[config.mk]
export PLATFORM = sky130hd
export DESIGN_NAME = wsm_queue
export DESIGN_NICKNAME = d
export VERILOG_FILES = /design/src/rtl/wsm_pkg.sv /design/src/rtl/wsm_queue.sv
export SDC_FILE = /design/constraint.sdc
export NUM_CORES = 1
export LEC_CHECK = 0
export BUFFER_PORTS_ARGS = -buffer_cell sky130_fd_sc_hd__buf_2
export CORE_ASPECT_RATIO = 1.5
export CORE_MARGIN = 4
export CORE_UTILIZATION = 60
export DETAILED_ROUTE_END_ITERATION = 6
export PLACE_DENSITY = 0.83
export SLEW_MARGIN = 0
export SYNTH_ARGS = -nofsm -noshare
export SYNTH_HDL_FRONTEND = slang
export SYNTH_SLANG_ARGS = --single-unit
[constraint.sdc]
create_clock -name clk_i -period 6.6 [get_ports clk_i]
set_clock_uncertainty 0.2 [all_clocks]
set_input_delay 0.99 -clock clk_i [delete_from_list [all_inputs] [get_ports clk_i]]
set_output_delay 0.99 -clock clk_i [all_outputs]
set_load 0.05 [all_outputs]
[src/rtl/wsm_pkg.sv]
// Shared definitions for the wildcard string matcher: sizes, character codes,
// command and result types, and the case folding function.
// No dependencies; every other RTL file refers to this package by scoped names.
`default_nettype none

package wsm_pkg;

  // Buffer sizes and derived widths.
  localparam int unsigned PATTERN_DEPTH = 64;
  localparam int unsigned SUBJECT_DEPTH = 256;
  localparam int unsigned CP_W          = 21;
  localparam int unsigned KIND_W        = 2;
  localparam int unsigned P_IDX_W       = (PATTERN_DEPTH > 1) ? $clog2(PATTERN_DEPTH) : 1;
  localparam int unsigned P_LEN_W       = $clog2(PATTERN_DEPTH + 1);
  localparam int unsigned S_IDX_W       = (SUBJECT_DEPTH > 1) ? $clog2(SUBJECT_DEPTH) : 1;
  localparam int unsigned S_LEN_W       = $clog2(SUBJECT_DEPTH + 1);
  localparam int unsigned S_BACK_W      = $clog2(SUBJECT_DEPTH + 2);

  // Command queue between the front and back parts.
  localparam int unsigned QUEUE_DEPTH   = 4;
  localparam int unsigned Q_PTR_W       = $clog2(QUEUE_DEPTH);
  localparam int unsigned Q_CNT_W       = $clog2(QUEUE_DEPTH + 1);

  // Kind codes as seen on the input port.
  localparam logic [KIND_W-1:0] KIND_PATTERN = 2'd0;
  localparam logic [KIND_W-1:0] KIND_SUBJECT = 2'd1;
  localparam logic [KIND_W-1:0] KIND_EVAL    = 2'd2;

  // Character codes.
  localparam logic [CP_W-1:0] CH_STAR  = 21'h00002A;
  localparam logic [CP_W-1:0] CH_QUEST = 21'h00003F;
  localparam logic [CP_W-1:0] LOWER_A  = 21'h000061;
  localparam logic [CP_W-1:0] LOWER_Z  = 21'h00007A;
  localparam logic [CP_W-1:0] CASE_OFS = 21'h000020;

  typedef enum logic [1:0] {
    OP_PAT,
    OP_SUBJ,
    OP_EVAL
  } op_e;

  typedef struct packed {
    op_e             op;
    logic [CP_W-1:0] ch;
  } cmd_t;

  typedef struct packed {
    logic valid;
    logic matched;
    logic overflow;
  } result_t;

  typedef enum logic [2:0] {
    ST_IDLE,
    ST_LOOP,
    ST_CMP,
    ST_TAIL,
    ST_TAIL_CMP
  } state_e;

  // Folds ASCII lower case letters to upper case; all else passes unchanged.
  // The wildcard codes are not letters, so folding never changes them.
  function automatic logic [CP_W-1:0] fold_case(input logic [CP_W-1:0] c);
    logic [CP_W-1:0] r;
    r = c;
    if ((c >= LOWER_A) && (c <= LOWER_Z)) begin
      r = c - CASE_OFS;
    end
    return r;
  endfunction

endpackage

`default_nettype wire

[src/rtl/wsm_queue.sv]
// Short command queue between the front and back parts of the matcher.
// Depends on wsm_pkg for the command type and queue depth.
`default_nettype none

module wsm_queue (
  input  wire logic          clk_i,
  input  wire logic          rst_ni,
  input  wire logic          push_i,
  input  wire wsm_pkg::cmd_t cmd_i,
  input  wire logic          pop_i,
  output      wsm_pkg::cmd_t cmd_o,
  output      logic          empty_o,
  output      logic          full_o
);

  localparam logic [wsm_pkg::Q_PTR_W-1:0] PtrLast = wsm_pkg::Q_PTR_W'(wsm_pkg::QUEUE_DEPTH - 1);
  localparam logic [wsm_pkg::Q_CNT_W-1:0] CntFull = wsm_pkg::Q_CNT_W'(wsm_pkg::QUEUE_DEPTH);

  wsm_pkg::cmd_t                   entries_q [wsm_pkg::QUEUE_DEPTH];
  logic [wsm_pkg::Q_PTR_W-1:0]     wr_ptr_q, wr_ptr_d;
  logic [wsm_pkg::Q_PTR_W-1:0]     rd_ptr_q, rd_ptr_d;
  logic [wsm_pkg::Q_CNT_W-1:0]     count_q, count_d;
  logic                            do_push, do_pop;

  assign empty_o = (count_q == '0);
  assign full_o  = (count_q == CntFull);
  assign do_push = push_i && !full_o;
  assign do_pop  = pop_i && !empty_o;
  assign cmd_o   = entries_q[rd_ptr_q];

  always_comb begin
    wr_ptr_d = wr_ptr_q;
    rd_ptr_d = rd_ptr_q;
    count_d  = count_q;
    if (do_push) begin
      wr_ptr_d = (wr_ptr_q == PtrLast) ? '0 : wr_ptr_q + 1'b1;
    end
    if (do_pop) begin
      rd_ptr_d = (rd_ptr_q == PtrLast) ? '0 : rd_ptr_q + 1'b1;
    end
    if (do_push && !do_pop) begin
      count_d = count_q + 1'b1;
    end else if (do_pop && !do_push) begin
      count_d = count_q - 1'b1;
    end
  end

  always_ff @(posedge clk_i or negedge rst_ni) begin
    if (!rst_ni) begin
      wr_ptr_q <= '0;
      rd_ptr_q <= '0;
      count_q  <= '0;
    end else begin
      wr_ptr_q <= wr_ptr_d;
      rd_ptr_q <= rd_ptr_d;
      count_q  <= count_d;
    end
  end

  always_ff @(posedge clk_i) begin
    if (do_push) begin
      entries_q[wr_ptr_q] <= cmd_i;
    end
  end

endmodule

`default_nettype wire

Word-level counts from Yosys, hierarchy flattened
Memory sizes are Yosys's and may differ from the RTL's.
Index checks and enable logic that the tools add are counted.
{"block": "word_totals", "register_bits": 7, "mem_bits_rw": 92, "inputBits": 27, "out_inout_bits": 25, "elab_cells": 27, "n_memories": 1}
{"block": "op_classes", "addsub": 4, "eq_ne": 3, "n_mux": 6, "n_reduce_logical": 10}
{"memory": "entries_q", "depth": 4, "width": 23, "rd": 1, "rd_clocked_by_memory_dff": 0, "write_ports": 1, "line_no": "wsm_queue.sv:19", "source": "wsm_pkg::cmd_t entries_q [wsm_pkg::QUEUE_DEPTH];"}
{"op": "$mux 3", "count": 2}
{"op": "$add 2x1->2 const B", "count": 2}
{"op": "$eq 2x2->1 const B", "count": 2}
{"op": "$logic_and 1x1->1", "count": 4}
{"op": "$logic_not 1->1", "count": 4}
{"op": "$mux 2", "count": 2}
{"op": "$add 3x1->3 const B", "count": 1}
{"op": "$eq 3x3->1 const B", "count": 1}
{"op": "$logic_not 3->1", "count": 1}
{"op": "$sub 3x1->3 const B", "count": 1}
{"op": "$mux 1", "count": 2}
{"op": "$reduce_bool 2->1", "count": 1}

Logic depth before layout (Yosys ltp)
{"block": "depth", "ltp_word": 7, "ltp_mapped": 9, "depth_no_buf": 8}

Worst setup path before layout
OpenSTA, ideal clock, no wires.
{"block": "synth_timing", "path_type": "register to output", "from": "register count_q[0] in the netlist's numbering", "to": "output empty_o", "t_arrival_ns": 1.556, "required_time_ns": 5.410, "path_slack_ns": 3.854, "stages_incl_launch_ff": 2, "n_path_buf": 0, "cell_sequence": "dfrtp_1 nor3_1"}
{"block": "synth_between", "elab_chain_len": 1}
{"item": "start, declared", "line_no": "wsm_queue.sv:22", "source": "logic [wsm_pkg::Q_CNT_W-1:0] count_q, count_d;"}
{"item": "start signal, assigned", "line_no": "wsm_queue.sv:56", "source": "count_q <= count_d;"}
{"item": "$logic_not 3->1", "line_no": "wsm_queue.sv:25", "source": "assign empty_o = (count_q == '0);"}
{"item": "end, declared", "line_no": "wsm_queue.sv:12", "source": "output logic empty_o,"}
No other way between the ends.

==> flow_metrics.tcl <==
set metrics [dict create \
    critPathRequiredTime_ps 5410 \
    global_route.usage.total_pct 18.0 \
    run_status "complete, no violations" \
    power_density_over_the_cells_mw_per_mm2 506 \
    critPathMaxFanout 26 \
    postSynthCellCount 158 \
    post_synth_num_cell_types 20 \
    report.final.slew_viol_count 0 \
    clock_latency_ps 340 \
    syn-num-nets 192 \
    postRouteAntennaNets 0 \
    final_layout_size_suffix_gt1_share_pct 43.6 \
    rsz0062_at_grt "no" \
    numClockSinks 99 \
    coreArea_mm2 0.00613 \
    cell_area_synth_mm2 0.00376 \
    cap_viol_max_count 0 \
    drtIter0Drc 120 \
    io-pin-count 52 \
    fin_tns_setup_ps 0 \
    post-cts-setup-buffer-count 0 \
    vias_per_cell 5.75 \
    drc_errors 0 \
    ctsResizeCount 0 \
    routed_wire_length_per_instance_um 21.2 \
    tightest_slew_ps 1210 \
    port_buffers 51 \
    grt_first_pass_wirelength_um 9730 \
    antennaDiodeCount 0 \
    finalCoreUtilization_pct 69.9 \
    timing.critical_path.from_type "register" \
    synthToLayoutAreaGrowth_pct 13.9 \
    ctsRootBufferMaster "sky130_fd_sc_hd__clkbuf_8" \
    r2r_cells 3 \
    worstPathArrival_ps 2100 \
    timing.rr.end "entries_q[3][20]$_DFFE_PP_" \
    finalHoldViolations 0 \
    fin_crit_ps 3290 \
    std_cell_rows 35 \
    fmax_ghz 0.304 \
    yosysWarningCount 0 \
    htree_levels 3 \
    initial_core_util_pct 61.3 \
    crit-reg2reg-launch "count_q[2]$_DFFE_PN0P_" \
    die_y_um 105 \
    place.detailed.hpwl_um 4120 \
    tightest_slew_margin_relative_to_the_limit_pct 19.6 \
    power.ir.vdd_worst_mv 0.338 \
    post_synth.cell_area_avg_um2 23.8 \
    post_synthesis_sequential_area_ratio_pct 78.1 \
    design.final.nets 247 \
    routed_wirelength_um 6200 \
    synth_seq_cells 99 \
    grt_total_ovfl 0 \
    tritoncts "built" \
    min-delay-path-class "input pin to async pin" \
    worst-r2r-setup-slack_ps 3990 \
    largest_net_degree_at_the_start_of_global_routing 27 \
    number_of_enable_flip_flop_cells_after_synthesis 92 \
    gp_congestion 0.667 \
    die_width_um 72.6 \
    p_leak_nw 1.51 \
    number_of_global_route_vias_before_repair 1830 \
    detailedRoute.firstPassIterationCount 4 \
    cts-hold-fix-buffers 0 \
    criticalPathCategory "register to output port" \
    asr_flop_ratio_synth_pct 7.07 \
    cts.reportedPaths.clkPinSlew_ps 80 \
    num_vias 1679 \
    setup_viol 0 \
    antenna_violations_before_repair 0 \
    dieArea_mm2 0.00763 \
    yosys_most_used_dff "sky130_fd_sc_hd__edfxtp_1" \
    hold_slack_ps 267 \
    cts_buffer_depth 2 \
    total_cts_buffers 9 \
    kind_of_capture_point_of_the_worst_setup_path "output port" \
    period_share_pct 49.9 \
    post-route-cell-area_mm2 0.00429 \
    detailed_place.area_mm2 0.00407 \
]
cells by family after synthesis:
kind of cell	share of synthesized area, %
flops	78.1
mux	15.2
buf+inv	1.33
simple gates	1.63
fa+ha+maj	2.53
xor+xnor	0.699
compound gates	0.532
state kept, by name, summed over array words and instances, names as in the netlist:
signal and flops:
entries_q 92, count_q 3, rd_ptr_q 2, wr_ptr_q 2
cell type report:
| type | instances | area, µm² |
|---|---|---|
| flip-flops and latches | 99 | 2940 |
| fillers | 395 | 1850 |
| multi-input cells | 49 | 773 |
| repair buffers | 51 | 255 |
| clock buffers | 10 | 128 |
| well taps | 74 | 92.6 |
| clock inverters | 6 | 86.3 |
| inverters | 3 | 11.3 |
per-stage QoR:
step	setup slack, ps	total power, mW	cells
floorplan	3850	1.61	158
global placement	3560	1.76	276
detailed placement	3470	1.80	276
CTS	3230	2.19	292
global route	3130	2.27	292
finish	3310	2.17	292
layout by cell type, fill, tap and decap left out:
| cell type | instances |
|---|---|
| sky130_fd_sc_hd__o31ai_2 | 1 |
| sky130_fd_sc_hd__nor3b_2 | 1 |
| sky130_fd_sc_hd__xnor2_1 | 1 |
| sky130_fd_sc_hd__clkinv_1 | 1 |
| sky130_fd_sc_hd__a21o_1 | 1 |
| sky130_fd_sc_hd__mux2_4 | 2 |
| sky130_fd_sc_hd__edfxtp_1 | 92 |
| sky130_fd_sc_hd__inv_6 | 2 |
| sky130_fd_sc_hd__buf_2 | 51 |
| sky130_fd_sc_hd__fa_1 | 1 |
| sky130_fd_sc_hd__clkinv_2 | 1 |
| sky130_fd_sc_hd__nor2_1 | 2 |
| sky130_fd_sc_hd__and2_1 | 4 |
| sky130_fd_sc_hd__xor2_1 | 2 |
| sky130_fd_sc_hd__bufinv_16 | 2 |
| sky130_fd_sc_hd__clkbuf_1 | 1 |
| sky130_fd_sc_hd__dfrtp_1 | 6 |
| sky130_fd_sc_hd__clkbuf_8 | 9 |
| sky130_fd_sc_hd__nor2b_1 | 1 |
| sky130_fd_sc_hd__dfrtp_2 | 1 |
| sky130_fd_sc_hd__ha_1 | 6 |
| sky130_fd_sc_hd__mux2_2 | 2 |
| sky130_fd_sc_hd__inv_1 | 3 |
| sky130_fd_sc_hd__mux4_2 | 23 |
| sky130_fd_sc_hd__nor3_1 | 2 |
worst max-delay path, stage by stage (launching register included):
cell,delay [ps]
sky130_fd_sc_hd__dfrtp_2,920
sky130_fd_sc_hd__mux4_2,610
sky130_fd_sc_hd__buf_2,230
layer usage:
metal | part of all wire (%) | vias to the layer above | global-route usage (%)
li1 | - | 762 | -
met1 | 38 | 860 | 22.1
met2 | 56 | 47 | 30.1
met3 | 5.1 | 10 | 5.20
met4 | 1.2 | 0 | 6.33
met5 | 0 | - | 0
synth_stat cells (2+ instances only):
cell / n / area share, %
sky130_fd_sc_hd__xor2_1: 2 / 0.47
sky130_fd_sc_hd__ha_1: 6 / 2.0
sky130_fd_sc_hd__nor2_1: 2 / 0.20
sky130_fd_sc_hd__buf_4: 2 / 0.40
sky130_fd_sc_hd__mux2_4: 2 / 0.80
sky130_fd_sc_hd__dfrtp_1: 7 / 4.7
sky130_fd_sc_hd__nor3_1: 2 / 0.27
sky130_fd_sc_hd__buf_2: 4 / 0.53
sky130_fd_sc_hd__mux2_2: 2 / 0.60
sky130_fd_sc_hd__inv_1: 3 / 0.30
sky130_fd_sc_hd__mux4_2: 23 / 14
sky130_fd_sc_hd__edfxtp_1: 92 / 73
sky130_fd_sc_hd__and2_1: 4 / 0.67
where the power goes:
part,internal [mW],switching [mW],leakage (nW),total (mW)
clock,0.214,0.189,0.109,0.403
sequential,0.837,0.123,0.924,0.960
combinational,0.275,0.531,0.482,0.806
total,1.33,0.842,1.51,2.17
worst max-delay path by stage:
stage                                       to  slack (ps)               startpoint
floorplan                              empty_o        3850   count_q[0]$_DFFE_PN0P_
global placement     entries_q[1][6]$_DFFE_PP_        3560                   push_i
detailed placement  entries_q[3][12]$_DFFE_PP_        3470                   push_i
CTS                                  cmd_o[13]        3230  rd_ptr_q[0]$_DFFE_PN0P_
global route                         cmd_o[13]        3130  rd_ptr_q[0]$_DFFE_PN0P_
finish                               cmd_o[12]        3310  rd_ptr_q[0]$_DFFE_PN0P_
Note: power is estimated with default switching activity, not from simulation.
