### config.mk
export PLATFORM = sky130hd
export DESIGN_NAME = wsm_front
export DESIGN_NICKNAME = d
export VERILOG_FILES = /design/src/rtl/wsm_pkg.sv /design/src/rtl/wsm_front.sv
export SDC_FILE = /design/constraint.sdc
export NUM_CORES = 1
export LEC_CHECK = 0
export ABC_AREA = 0
export CAP_MARGIN = 20
export CORE_AREA = 2 2 39 41
export DETAILED_ROUTE_END_ITERATION = 7
export DIE_AREA = 0 0 41 43
export DONT_BUFFER_PORTS = 1
export MAX_ROUTING_LAYER = met4
export PLACE_DENSITY = 0.39
export SYNTH_ARGS = -nofsm -noshare
export SYNTH_HDL_FRONTEND = slang
export SYNTH_SLANG_ARGS = --single-unit
### constraint.sdc
create_clock -name vclk -period 1.9
set_input_delay 0.19 -clock vclk [all_inputs]
set_output_delay 0.19 -clock vclk [all_outputs]
set_load 0.01 [all_outputs]
### src/rtl/wsm_pkg.sv
// Shared definitions for the wildcard string matcher: sizes, character codes,
// command and result types, and the case folding function.
// No dependencies; every other RTL file refers to this package by scoped names.
`default_nettype none

package wsm_pkg;

  // Buffer sizes and derived widths.
  localparam int unsigned PATTERN_DEPTH = 64;
  localparam int unsigned SUBJECT_DEPTH = 256;
  localparam int unsigned CP_W          = 21;
  localparam int unsigned KIND_W        = 2;
  localparam int unsigned P_IDX_W       = (PATTERN_DEPTH > 1) ? $clog2(PATTERN_DEPTH) : 1;
  localparam int unsigned P_LEN_W       = $clog2(PATTERN_DEPTH + 1);
  localparam int unsigned S_IDX_W       = (SUBJECT_DEPTH > 1) ? $clog2(SUBJECT_DEPTH) : 1;
  localparam int unsigned S_LEN_W       = $clog2(SUBJECT_DEPTH + 1);
  localparam int unsigned S_BACK_W      = $clog2(SUBJECT_DEPTH + 2);

  // Command queue between the front and back parts.
  localparam int unsigned QUEUE_DEPTH   = 4;
  localparam int unsigned Q_PTR_W       = $clog2(QUEUE_DEPTH);
  localparam int unsigned Q_CNT_W       = $clog2(QUEUE_DEPTH + 1);

  // Kind codes as seen on the input port.
  localparam logic [KIND_W-1:0] KIND_PATTERN = 2'd0;
  localparam logic [KIND_W-1:0] KIND_SUBJECT = 2'd1;
  localparam logic [KIND_W-1:0] KIND_EVAL    = 2'd2;

  // Character codes.
  localparam logic [CP_W-1:0] CH_STAR  = 21'h00002A;
  localparam logic [CP_W-1:0] CH_QUEST = 21'h00003F;
  localparam logic [CP_W-1:0] LOWER_A  = 21'h000061;
  localparam logic [CP_W-1:0] LOWER_Z  = 21'h00007A;
  localparam logic [CP_W-1:0] CASE_OFS = 21'h000020;

  typedef enum logic [1:0] {
    OP_PAT,
    OP_SUBJ,
    OP_EVAL
  } op_e;

  typedef struct packed {
    op_e             op;
    logic [CP_W-1:0] ch;
  } cmd_t;

  typedef struct packed {
    logic valid;
    logic matched;
    logic overflow;
  } result_t;

  typedef enum logic [2:0] {
    ST_IDLE,
    ST_LOOP,
    ST_CMP,
    ST_TAIL,
    ST_TAIL_CMP
  } state_e;

  // Folds ASCII lower case letters to upper case; all else passes unchanged.
  // The wildcard codes are not letters, so folding never changes them.
  function automatic logic [CP_W-1:0] fold_case(input logic [CP_W-1:0] c);
    logic [CP_W-1:0] r;
    r = c;
    if ((c >= LOWER_A) && (c <= LOWER_Z)) begin
      r = c - CASE_OFS;
    end
    return r;
  endfunction

endpackage

`default_nettype wire

### src/rtl/wsm_front.sv
// Front part of the wildcard string matcher: classifies an accepted word into
// a queue command and folds its character. Depends on wsm_pkg.
`default_nettype none

module wsm_front (
  input  wire logic                      accept_i,
  input  wire logic [wsm_pkg::KIND_W-1:0] kind_i,
  input  wire logic [wsm_pkg::CP_W-1:0]   code_point_i,
  output      logic                      push_o,
  output      wsm_pkg::cmd_t             cmd_o
);

  always_comb begin
    push_o    = 1'b0;
    cmd_o.op  = wsm_pkg::OP_EVAL;
    // Characters are stored folded, so the back part compares them directly.
    cmd_o.ch  = wsm_pkg::fold_case(code_point_i);
    unique case (kind_i)
      wsm_pkg::KIND_PATTERN: begin
        push_o   = accept_i;
        cmd_o.op = wsm_pkg::OP_PAT;
      end
      wsm_pkg::KIND_SUBJECT: begin
        push_o   = accept_i;
        cmd_o.op = wsm_pkg::OP_SUBJ;
      end
      wsm_pkg::KIND_EVAL: begin
        push_o   = accept_i;
        cmd_o.op = wsm_pkg::OP_EVAL;
      end
      default: begin
        // The unused kind is dropped here and never reaches the queue.
        push_o = 1'b0;
      end
    endcase
  end

endmodule

`default_nettype wire

After elaboration in Yosys (flattened, before gate mapping)
Index checks and enable logic that the tools add are counted.
- $add $sub $neg: 1
- multipliers: 0
- divide/modulo/power cells: 0
- magnitude comparators: 2
- equality and inequality tests: 2
- shift-type cells: 0
- mux-type cells: 3
- bitwise logic cells: 0
- reduce and logical (&&, ||, !) cells: 3
- operators by type and width (operator ; number):
    $ge 21x7->1 const B ; 1
    $le 21x7->1 const B ; 1
    $mux 21 ; 1
    $sub 21x6->21 const B ; 1
    $pmux 2 s2 ; 1
    $reduce_or 3->1 ; 1
    $eq 2x1->1 const B ; 1
    $eq 2x2->1 const B ; 1
    $logic_not 2->1 ; 1
    $logic_and 1x1->1 ; 1
    $mux 1 ; 1
- bits in registers: 0
- latch bits: 0
- memory bits (writable): 0
- memory bits (read-only): 0
- input port bits: 24
- output and inout bits: 24
- word-level logic and storage cells: 11
- memories: 0

Depth between registers and ports, before layout
Gate-level depths: netlist (run 1).
- depth in word-level cells: 3
- mapped depth: 6
- gate-level depth less buffers: 5

Worst setup path after synthesis (run 1)
No wires, ideal clock.
- path kind: input-to-output
- start: in code_point_i[5] (netlist bit)
- end: out cmd_o[14] (netlist bit)
- arrival: 1.487 ns
- data required time: 1.710 ns
- setup slack: 0.223 ns
- stages: 6
- path buffers: 1
- path through: ha_1 a21bo_2 a221oi_2 o2111ai_4 buf_6 o21bai_1
- RTL lines (item ; line ; source):
    from (decl) ; wsm_front.sv:8 ; input wire logic [wsm_pkg::CP_W-1:0] code_point_i,
    to (decl) ; wsm_front.sv:10 ; output wsm_pkg::cmd_t cmd_o

==> results list, run 1 <==
- By area the synthesized netlist is led by sky130_fd_sc_hd__o21bai_1 26%, sky130_fd_sc_hd__buf_4 10%, sky130_fd_sc_hd__o2111ai_4 7.0%, sky130_fd_sc_hd__ha_1 6.6%, sky130_fd_sc_hd__a221oi_2 4.0%.
- Hold Path Cell Cnt: 0
- For this block, the initial DRC count from the detailed router was 2.
- 48 I/O pins were placed.
* Number of instances in the synthesized netlist: 49
- PortBufs: 0
- Number of setup buffers added after CTS: 0
- Vias per inst: 6.21
- For this block, the routed nets add up to about 870 um of wire.
- Initial antenna violation count: 0
- Of all nets on the critical path, the largest fanout is 16.
* Max-slew headroom: 0.676
- The count of nets left with antenna violations once routing finished came out at 0.
- Worst Tran Pin Value: around 0.49 ns
* Result of the run: complete, no violations
* Adder-cell share of the synthesized area: 0.0664
* Top post-synthesis cells by count: 13 x sky130_fd_sc_hd__o21bai_1, 5 x sky130_fd_sc_hd__buf_4, 4 x sky130_fd_sc_hd__inv_1
- At the worst endpoint, the arrival time is 1.54 ns.
- In this run, post-CTS hold repair placed 0 buffers.
- Synth Area in XOR/XNOR: 0.0233
- Avg WL per Cell: 14.9 um
* Synth Cell Area: approximately 380 sq um
- The via count of the first global-routing pass was 318.
- The first global-routing pass estimated 1280 um of wire.
- Summed over all layers, the global routing overflow is 0.
* Final setup violation count: 0
- The initial utilization of the core area, before any placement, comes to 0.272.
* Crit path kind: primary input to output port
- For this run, the number of Yosys warnings is 0.
- After the last flow step, the layout net total stands at 70.
* Crit-path cells: ha_1 > a21bo_2 > a221oi_2 > o2111ai_4 > xnor2_1
- The finished cells cover roughly 340 sq um.
- Routability congestion estimate from global placement: approximately 0.67
* Number of core rows: 14
- Across the whole layout, storage elements account for 0 sq um.
* Fraction of synthesized area in multiplexers: 0.0266
- Die height: approximately 43 um
- Fill cells in the final layout number between 150 and 200.
* VDD IR-drop max: 0.0389 mV
- Share of the synthesized area in the top cell type: 0.259
- Dividing the synthesized area by the synthesized cell count gives just under 8 sq um.
- Number of remaining DRC errors: 0
- Detailed routing inserted a total of between 300 and 400 vias.
- The clock buffers instantiated in the layout total 0.
- The repair_antennas step left the layout with diodes totalling 0.
- Pin count of the biggest net entering global routing: 17
- Delay-heaviest family, CP: compound AO/OA/AOI/OAI gates
- Post-CTS Resized: 0
- The share of the synthesized area in compound gates (AO/OA/AOI/OAI) came to 0.522.
* Critical path startpoint category: primary input
- Together, buffers and inverters on the worst path number 0.
- The final number of max-transition violations was 0.
- The die is a little over 40 um wide.
* Gr usage total: 0.0993
* Sequential fraction of the synthesis area: 0
* Post-DP Area: 344 sq um
* Sequential cells: 0
* Hold Crit Class: primary input to output port
- Measured on the finished design, the core utilization comes to 0.249.
* Most area-hungry cell type in the Yosys netlist: sky130_fd_sc_hd__o21bai_1
* Cell with the most instances after synthesis: sky130_fd_sc_hd__o21bai_1
- In this run the most critical hold path is launched from code_point_i[2].
* Simple-Gate Fraction of Synth Area: 0.183
- The synthesized netlist contains 26 unique library cells.
- Power per standard cell area: 152 nW/um^2
* Post-Route Setup TNS: 0 ns
- Setup repair after global routing left no endpoint under its margin.
- After synthesis, the largest family of logic cells by area is compound AO/OA/AOI/OAI gates.
* Fraction of final layout cells with drive strength greater than 1: 0.119
* Layout area overhead: -8.64%
- Of the available clock period, the critical path in the final layout requires 0.910.
- Stage delay of the slowest cell on the critical path: ~0.34 ns
- For hold timing, the worst endpoint is cmd_o[2].
- Highest attainable clock frequency: around 580 MHz
* Leak pwr: 0.000106 uW
* Number of hold-slack violations in the final timing report: 0
- Initial DRT Pass Iterations: 4
* Time the worst path needs with I/O delays and setup: approximately 1.7 ns
- The core region is roughly 1400 sq um.
* Max-cap violation count: 0
- The slowest stage of the critical path is the sky130_fd_sc_hd__xnor2_1 cell.
- Summed over all nets, the half-perimeter wirelength after detailed placement is 752 um.
- The worst setup path is captured at an output port.
- Data on the critical path is required at its endpoint by ~1.7 ns.
- Nets in the synthesized netlist: between 70 and 80
- Die ar.: between 1500 and 2000 sq um
-- power by group --
| group | internal (uW) | total (uW) | switching (uW) |
|---|---|---|---|
| Sequential | 0 | 0 | 0 |
| Clock | 0 | 0 | 0 |
| Combinational | 21.8 | 52.2 | 30.4 |
-- through the flow --
| stage | hold WS, ns | cells | setup WS (ns) | total power (uW) |
|---|---|---|---|---|
| 6_report | 0.380 | 58 | 0.172 | 52.2 |
| 5_1_grt | 0.380 | 58 | 0.0496 | 56.9 |
| 4_1_cts | 0.380 | 58 | 0.140 | 53.3 |
| 3_5_place_dp | 0.380 | 58 | 0.142 | 53.2 |
| 3_3_place_gp | 0.380 | 58 | 0.140 | 54.2 |
| 2_1_floorplan | 0.426 | 49 | 0.223 | 60.1 |
-- cell usage in the layout, fill, tap and decap left out, drive strengths merged --
| master | netlist | final |
|---|---|---|
| and4 | 1 | 1 |
| inv | 4 | 4 |
| a31oi | 1 | 1 |
| nor2b | 1 | 1 |
| xnor2 | 1 | 1 |
| o2111ai | 1 | 1 |
| nand2b | 1 | 1 |
| a21oi | 2 | 2 |
| o21bai | 14 | 14 |
| nor4 | 2 | 2 |
| or3 | 1 | 1 |
| ha | 2 | 2 |
| nor2 | 1 | 1 |
| and3 | 1 | 1 |
| nand3 | 1 | 1 |
| a21bo | 1 | 1 |
| a211oi | 1 | 1 |
| nand2 | 1 | 1 |
| a221oi | 1 | 1 |
| nor3 | 2 | 2 |
| mux2i | 1 | 1 |
| a21boi | 1 | 1 |
-- final cells by class --
cell class / instances / area (sq um) / share of cell area
inverters: 4 / 15.0 / 0.0436
multi-input cells: 38 / 309 / 0.898
well taps: 16 / 20.0 / 0.0582
-- kinds of logic (layout without fill, tap and decap cells) --
group,Yosys count,in the layout
fa+ha+maj,2,2
simple gates,12,12
xor+xnor,1,1
compound gates,22,22
mux,1,1
buf+inv,11,4
-- routing by layer --
layer | global-route usage | part of all wire
met1 | 0.111 | 0.32
met2 | 0.181 | 0.53
met3 | 0.0209 | 0.15
met4 | 0 | 0
met5 | - | 0
-- worst max-delay path by stage --
| stage | from | to | cells after the start |
|---|---|---|---|
| CTS | code_point_i[5] | cmd_o[5] | 5 |
| global placement | code_point_i[5] | cmd_o[6] | 5 |
| global route | code_point_i[5] | cmd_o[14] | 5 |
| floorplan | code_point_i[5] | cmd_o[14] | 6 |
| detailed placement | code_point_i[5] | cmd_o[5] | 5 |
| finish | code_point_i[5] | cmd_o[5] | 5 |
(Power assumes the default switching activity.)
==> inputs of run 2 (changes only) <==
==> constraint.sdc (replaced) <==
create_clock -name vclk -period 1.9
set_input_delay 0.19 -clock vclk [all_inputs]
set_output_delay 0.19 -clock vclk [all_outputs]
set_load 0.02 [all_outputs]
==> run 2 against run 1 <==
Net effect:
- clock-buffer cell count is the same
- combinational power rose by 81%
- hold slack about the same
- wire length is 14% higher
- critical path type unchanged
- largest cell class unchanged
- highest routed layer unchanged
==> results list, run 2 (synthesis results as in run 1) <==
* Result of the run: complete, no violations (unchanged)
- The initial detailed-routing violation count was 1 (was 2).
- Power per standard cell area: 202 nW/um^2 (was 152 nW/um^2)
* Crit-path slowest cell: sky130_fd_sc_hd__o2111ai_4 (was sky130_fd_sc_hd__xnor2_1)
* Crit-path cells: ha_1 > a21bo_2 > a221oi_4 > o2111ai_4 > o21bai_1 > buf_4 (was ha_1 > a21bo_2 > a221oi_2 > o2111ai_4 > xnor2_1)
- The critical path class is primary input to output port (unchanged).
- Post-Route Setup TNS: 0 ns (unchanged)
- Max-slew headroom: 0.561 (was 0.676)
- The achievable frequency is 561 MHz (was 579 MHz).
- Busiest metal layer after global routing: met2 (unchanged)
- Global-route wire length before repair: 1410 um (was 1280 um)
* Die height: 43 um (unchanged)
- The DRC violations left is 0 (unchanged).
- The boundary pin count was 48 (unchanged).
* Final Slew Violations: 0 (unchanged)
- The via count of the routed design is 401 (was 360).
- The all-layer global routing usage was 0.108 (was 0.0993).
- Avg WL per Cell: 13.5 um (was 14.9 um)
* Worst Hold Path EP: cmd_o[2] (unchanged)
* Met1 routing resource usage after global routing: 0.158 (was 0.111)
* Hold Path Cell Cnt: 0 (unchanged)
- Die width: 41 um (unchanged)
- Final setup violation count: 0 (unchanged)
- Antenna viol nets, final: 0 (unchanged)
- Origin of the worst min-delay path: code_point_i[2] (unchanged)
* Fraction of final layout cells with drive strength greater than 1: 0.351 (was 0.119)
- The number of buffers and inverters on the critical path is 1 (was 0).
* Sum of routed wire length over all layers: 987 um (was 867 um)
* Sequential cells: 0 (unchanged)
* Vias per inst: 5.49 (was 6.21)
- Initial antenna violation count: 0 (unchanged)
- The startpoint kind of the worst setup timing path is a primary input (unchanged).
* Number of fill cells in the layout: 154 (was 162)
* Final antenna diode count: 0 (unchanged)
* Met2 track demand over resource: 0.169 (was 0.181)
* Minimum setup slack in the final design: 0.118 ns (was 0.172 ns)
- Post-DP Area: 457 sq um (was 344 sq um)
- The most common cell after layout, fill and taps aside is sky130_fd_sc_hd__buf_4 (was sky130_fd_sc_hd__o21bai_1).
- The number of nets at the end of the flow is 85 (was 70).
- Final instance area: 468 sq um (was 344 sq um)
- PortBufs: 0 (unchanged)
* Leak pwr: 0.000187 uW (was 0.000106 uW)
* Initial DRT Pass Iterations: 4 (unchanged)
- The highest cell delay on the worst timing path is 0.32 ns (was 0.34 ns).
- The final critical-path required period was 1.78 ns (was 1.73 ns).
* Pin count of the biggest net entering global routing: 17 (unchanged)
* Core area: 1380 sq um (unchanged)
- Layout area overhead: 24.3% (was -8.64%)
* Critical Path Fanout Max: 16 (unchanged)
- Sort of element at the end of the critical path: output port (unchanged)
* Met3 track demand over resource in global routing: 0.0105 (was 0.0209)
- The area of the die came to 1760 sq um (unchanged).
* Number of global-route vias before repair: 369 (was 318)
- The arrival time reported for the critical path endpoint is 1.59 ns (was 1.54 ns).
* Initial core utilization: 0.272 (unchanged)
- The count of standard-cell rows was 14 (unchanged).
- Global route overflow: 0 (unchanged)
* Final cycle utilization of the critical path: 0.938 (was 0.910)
* Minimum setup slack after placement: 0.0932 ns (was 0.142 ns)
* Number of hold-slack violations in the final timing report: 0 (unchanged)
- The final HPWL from detailed placement is 807 um (was 752 um).
- The setup fix buffers added after clock tree synthesis came to 0 (unchanged).
- Routability congestion estimate from global placement: 0.645 (was 0.672)
- The sequential standard cell area was 0 sq um (unchanged).
* Delay-heaviest family, CP: compound AO/OA/AOI/OAI gates (unchanged)
- Commonest cells after routing, fill and taps aside: 15 x sky130_fd_sc_hd__buf_4, 13 x sky130_fd_sc_hd__o21bai_1, 4 x sky130_fd_sc_hd__inv_1 (was 13 x sky130_fd_sc_hd__o21bai_1, 4 x sky130_fd_sc_hd__inv_1)
- Worst Tran Pin Value: 0.653 ns (was 0.486 ns)
- CLK BUF: 0 (unchanged)
- The number of max-cap violations is 0 (unchanged).
* CP Data Required Time: 1.71 ns (about the same)
- The kind of path behind the tightest hold check was primary input to output port (unchanged).
* VDD IR-drop max: 0.0752 mV (was 0.0389 mV)
run 2: changes by cell type in the layout (fill, tap and decap cells not counted):
cell	change
sky130_fd_sc_hd__buf_4	+15
sky130_fd_sc_hd__a221oi_2	-1
sky130_fd_sc_hd__a221oi_4	+1
run 2: routing by layer:
layer  wire (um)  vias to the layer above
li1            -                      195
met1         390                      172
met2         464                       34
met3         132                        0
met4           0                        0
met5           0                        -
run 2: layout make-up:
class / instances / area, sq um / share of cell area
inverters: 4 / 15.0 / 0.0321
repair buffers: 15 / 113 / 0.241
well taps: 16 / 20.0 / 0.0428
multi-input cells: 38 / 320 / 0.684
run 2: power breakdown:
| group | leakage [uW] | internal (uW) | switching (uW) |
|---|---|---|---|
| registers | 0 | 0 | 0 |
| clock network | 0 | 0 | 0 |
| logic | 0.000187 | 43.1 | 51.4 |
run 2: worst max path at each step:
stage / cells after the start / to / slack (ns) / start
after floorplan: 6 / cmd_o[14] / 0.09 / code_point_i[5]
after global routing: 6 / cmd_o[13] / -0.008 / code_point_i[5]
after CTS: 6 / cmd_o[6] / 0.09 / code_point_i[5]
final: 6 / cmd_o[13] / 0.12 / code_point_i[5]
after global placement: 6 / cmd_o[5] / 0.1 / code_point_i[5]
after detailed placement: 6 / cmd_o[6] / 0.09 / code_point_i[5]
run 2: stage by stage:
stage	hold WS, ns	total power [uW]	utilization	std cells
2_1_floorplan	0.458	81.0	-	49
3_3_place_gp	0.380	92.5	0.330	73
3_5_place_dp	0.380	92.1	0.330	73
4_1_cts	0.380	92.3	0.330	73
5_1_grt	0.380	102	0.338	73
6_report	0.380	94.5	0.338	73
run 2: what timing repair did:
| action | 4_1_cts | 5_1_grt |
|---|---|---|
| gates resized for setup | 0 | 1 |
| hold buffers | 0 | 0 |
| setup endpoints to repair | 0 | 6 |
==> inputs of run 3 (changes only) <==
Settings changed: SETUP_SLACK_MARGIN from default to 0.05.
Clock period 1.9 ns to 1.66 ns, I/O delays scaled along.
==> run 3 against run 2 <==
Net effect:
- utilization up 4.2 points
- sequential cell count stayed put
- first-iteration DRC count is the same
- hold slack got worse by 0.048 ns
- sequential share of layout area did not move
- worst setup slack lost 0.061 ns
- non-clock buffer count fell by 5
- critical path type unchanged
- critical endpoint is now cmd_o[20]
- largest cell class unchanged
==> results list, run 3 (synthesis results as in run 1) <==
- The number of cells in the design after placement was 68 (was 73).
- The placeable core region is 1380 sq um (unchanged).
- Detailed placement HPWL: 883 um (was 807 um)
- P_int: 48.1 uW (was 43.1 uW)
- The most common cell after layout, fill and taps aside is sky130_fd_sc_hd__buf_4 (unchanged).
- Number of remaining DRC errors: 0 (unchanged)
* Layout area overhead: 39.9% (was 24.3%)
- Flop pwr share: 0 (about the same)
- Global-route wire length before repair: 1440 um (was 1410 um)
- Data arrival time of the critical path: 1.44 ns (was 1.59 ns)
- DR iter-0 viols: 1 (unchanged)
- Post-Route Setup TNS: 0 ns (unchanged)
- Number of core rows: 14 (unchanged)
* Bufs and invs on worst path: 2 (was 1)
- The kind of end point of the critical path is an output port (unchanged).
* Antenna viol nets, final: 0 (unchanged)
- Leak pwr: 0.000200 uW (was 0.000187 uW)
* Stage delay of the slowest cell on the critical path: 0.25 ns (was 0.32 ns)
- The startpoint kind of the worst setup timing path is a primary input (unchanged).
- Crit-path cells: ha_4 > a21bo_4 > a221oi_4 > o2111ai_4 > buf_12 > o21bai_1 > buf_4 (was ha_1 > a21bo_2 > a221oi_4 > o2111ai_4 > o21bai_1 > buf_4).
- Hold Crit Class: primary input to output port (unchanged)
* Initial core utilization: 0.272 (unchanged)
- The total power per unit cell area is 201 nW/um^2 (was 202 nW/um^2).
- Switching power of the nets: 58.0 uW (was 51.4 uW)
- Result of the run: complete, no violations (unchanged).
- The maximum fanout count along the critical path is 14 (was 16).
- The setup fix buffers added after clock tree synthesis was 0 (unchanged).
- The all-layer global routing usage came to 0.110 (was 0.108).
* CTS Hold Bufs: 0 (unchanged)
* Initial antenna violation count: 0 (unchanged)
- Number of standard cells in the final layout excluding fillers: 68 (was 73)
- Final cycle utilization of the critical path: 0.966
- The switching power as a share of total power came to 0.547 (was 0.544).
* FF+latch area: 0 sq um (unchanged)
* Crit path kind: primary input to output port (unchanged)
- The number of setup violations in the final report was 0 (unchanged).
- Global route overflow: 0 (unchanged)
- The number of antenna repair diodes came to 0 (unchanged).
* Time the worst path needs with I/O delays and setup: ~1.6 ns
* Final Slew Violations: 0 (unchanged)
* Relative contribution of combinational cells to total power: 1.000 (about the same)
* Number of nets in the final layout: 80 (was 85)
* Minimum setup slack in the final design: 0.0569 ns (was 0.118 ns)
* Sequential cells: 0 (unchanged)
- VDD IR-drop max: 0.0757 mV (was 0.0752 mV)
* Highest attainable clock frequency: around 620 MHz
* Vias post-DR: 381 (was 401)
* Worst Tran Pin Value: 0.662 ns (was 0.653 ns)
- The average wire per cell in the routed design was 14.6 um (was 13.5 um).
* CP Data Required Time: 1.49 ns (was 1.71 ns)
- Max-cap violation count: 0 (unchanged)
- The die span in x came to 41 um (unchanged).
- Pin count of the biggest net entering global routing: 15 (was 17)
- Number of hold-slack violations in the final timing report: 0 (unchanged)
- The count of clock buffers in the final design came to 0 (unchanged).
- Initial DRT Pass Iterations: 2 (was 4)
* Relative contribution of the clock network to total power: 0 (about the same)
- RSZ-0062 raised after global routing: yes
* PortBufs: 0 (unchanged)
- The detailed-route wire length came to 991 um (was 987 um).
- Routability congestion estimate from global placement: 0.618 (was 0.645)
* Delay-heaviest family, CP: compound AO/OA/AOI/OAI gates (unchanged)
- The average vias per placed instance was 5.60 (was 5.49).
* Max-slew headroom: 0.555 (was 0.561)
- I/O Pins: 48 (unchanged)
- Fraction of final layout cells with drive strength greater than 1: 0.519 (was 0.351)
- Crit-path slowest cell: sky130_fd_sc_hd__a221oi_4 (was sky130_fd_sc_hd__o2111ai_4)
- The die span in y is 43 um (unchanged).
* Minimum setup slack after placement: -0.00226 ns (was 0.0932 ns)
- The via count of the first global-routing pass was 379 (was 369).
- Commonest cells after routing, fill and taps aside: 8 x sky130_fd_sc_hd__buf_4, 7 x sky130_fd_sc_hd__o21bai_2, 4 x sky130_fd_sc_hd__o21bai_1 (was 15 x sky130_fd_sc_hd__buf_4, 13 x sky130_fd_sc_hd__o21bai_1, 4 x sky130_fd_sc_hd__inv_1).
- The area of the die came to 1760 sq um (unchanged).
==> run 3: cell types whose count changed in the layout (fill, tap and decap cells not counted), sizes merged <==
cell / change
buf: -5
==> run 3: final timing paths <==
kind                         from  slack [ns]        end  cells after the start
setup / recovery  code_point_i[5]        0.06  cmd_o[20]                      7
hold / removal    code_point_i[2]        0.33   cmd_o[2]                      0
==> run 3: routing by layer <==
metal / global-route usage / wire, um / vias up
li1: - / - / 187
met1: 0.142 / 357 / 167
met2: 0.191 / 523 / 27
met3: 0 / 110 / 0
met4: 0.00667 / 0 / 0
met5: - / 0 / -
==> run 3: power groups by stage <==
stage / clock network [uW] / registers [uW] / logic, uW
finish: 0 / 0 / 106
global route: 0 / 0 / 113
CTS: 0 / 0 / 105
detailed placement: 0 / 0 / 102
global placement: 0 / 0 / 101
floorplan: 0 / 0 / 103
==> run 3: stage by stage <==
| step | instance area [sq um] | utilization | power [uW] | hold slack (ns) |
|---|---|---|---|---|
| floorplan | 449 | - | 103 | 0.410 |
| global placement | 500 | 0.362 | 101 | 0.332 |
| detailed placement | 500 | 0.362 | 102 | 0.332 |
| CTS | 512 | 0.370 | 105 | 0.332 |
| global route | 527 | 0.381 | 113 | 0.332 |
| finish | 527 | 0.381 | 106 | 0.332 |
==> run 3: what timing repair did <==
item / 4_1_cts / 5_1_grt
resized for setup: 1 / 4
pin swaps: 2 / 0
hold endpoints to repair: 0 / 0
endpoints found under the setup margin: 10 / 6
==> run 3: final cells by class <==
class,count,area [sq um]
Timing Repair Buffer,10,91.3
Tap cell,16,20.0
Fill cell,152,857
Multi-Input combinational cell,38,400
Inverter,4,15.0
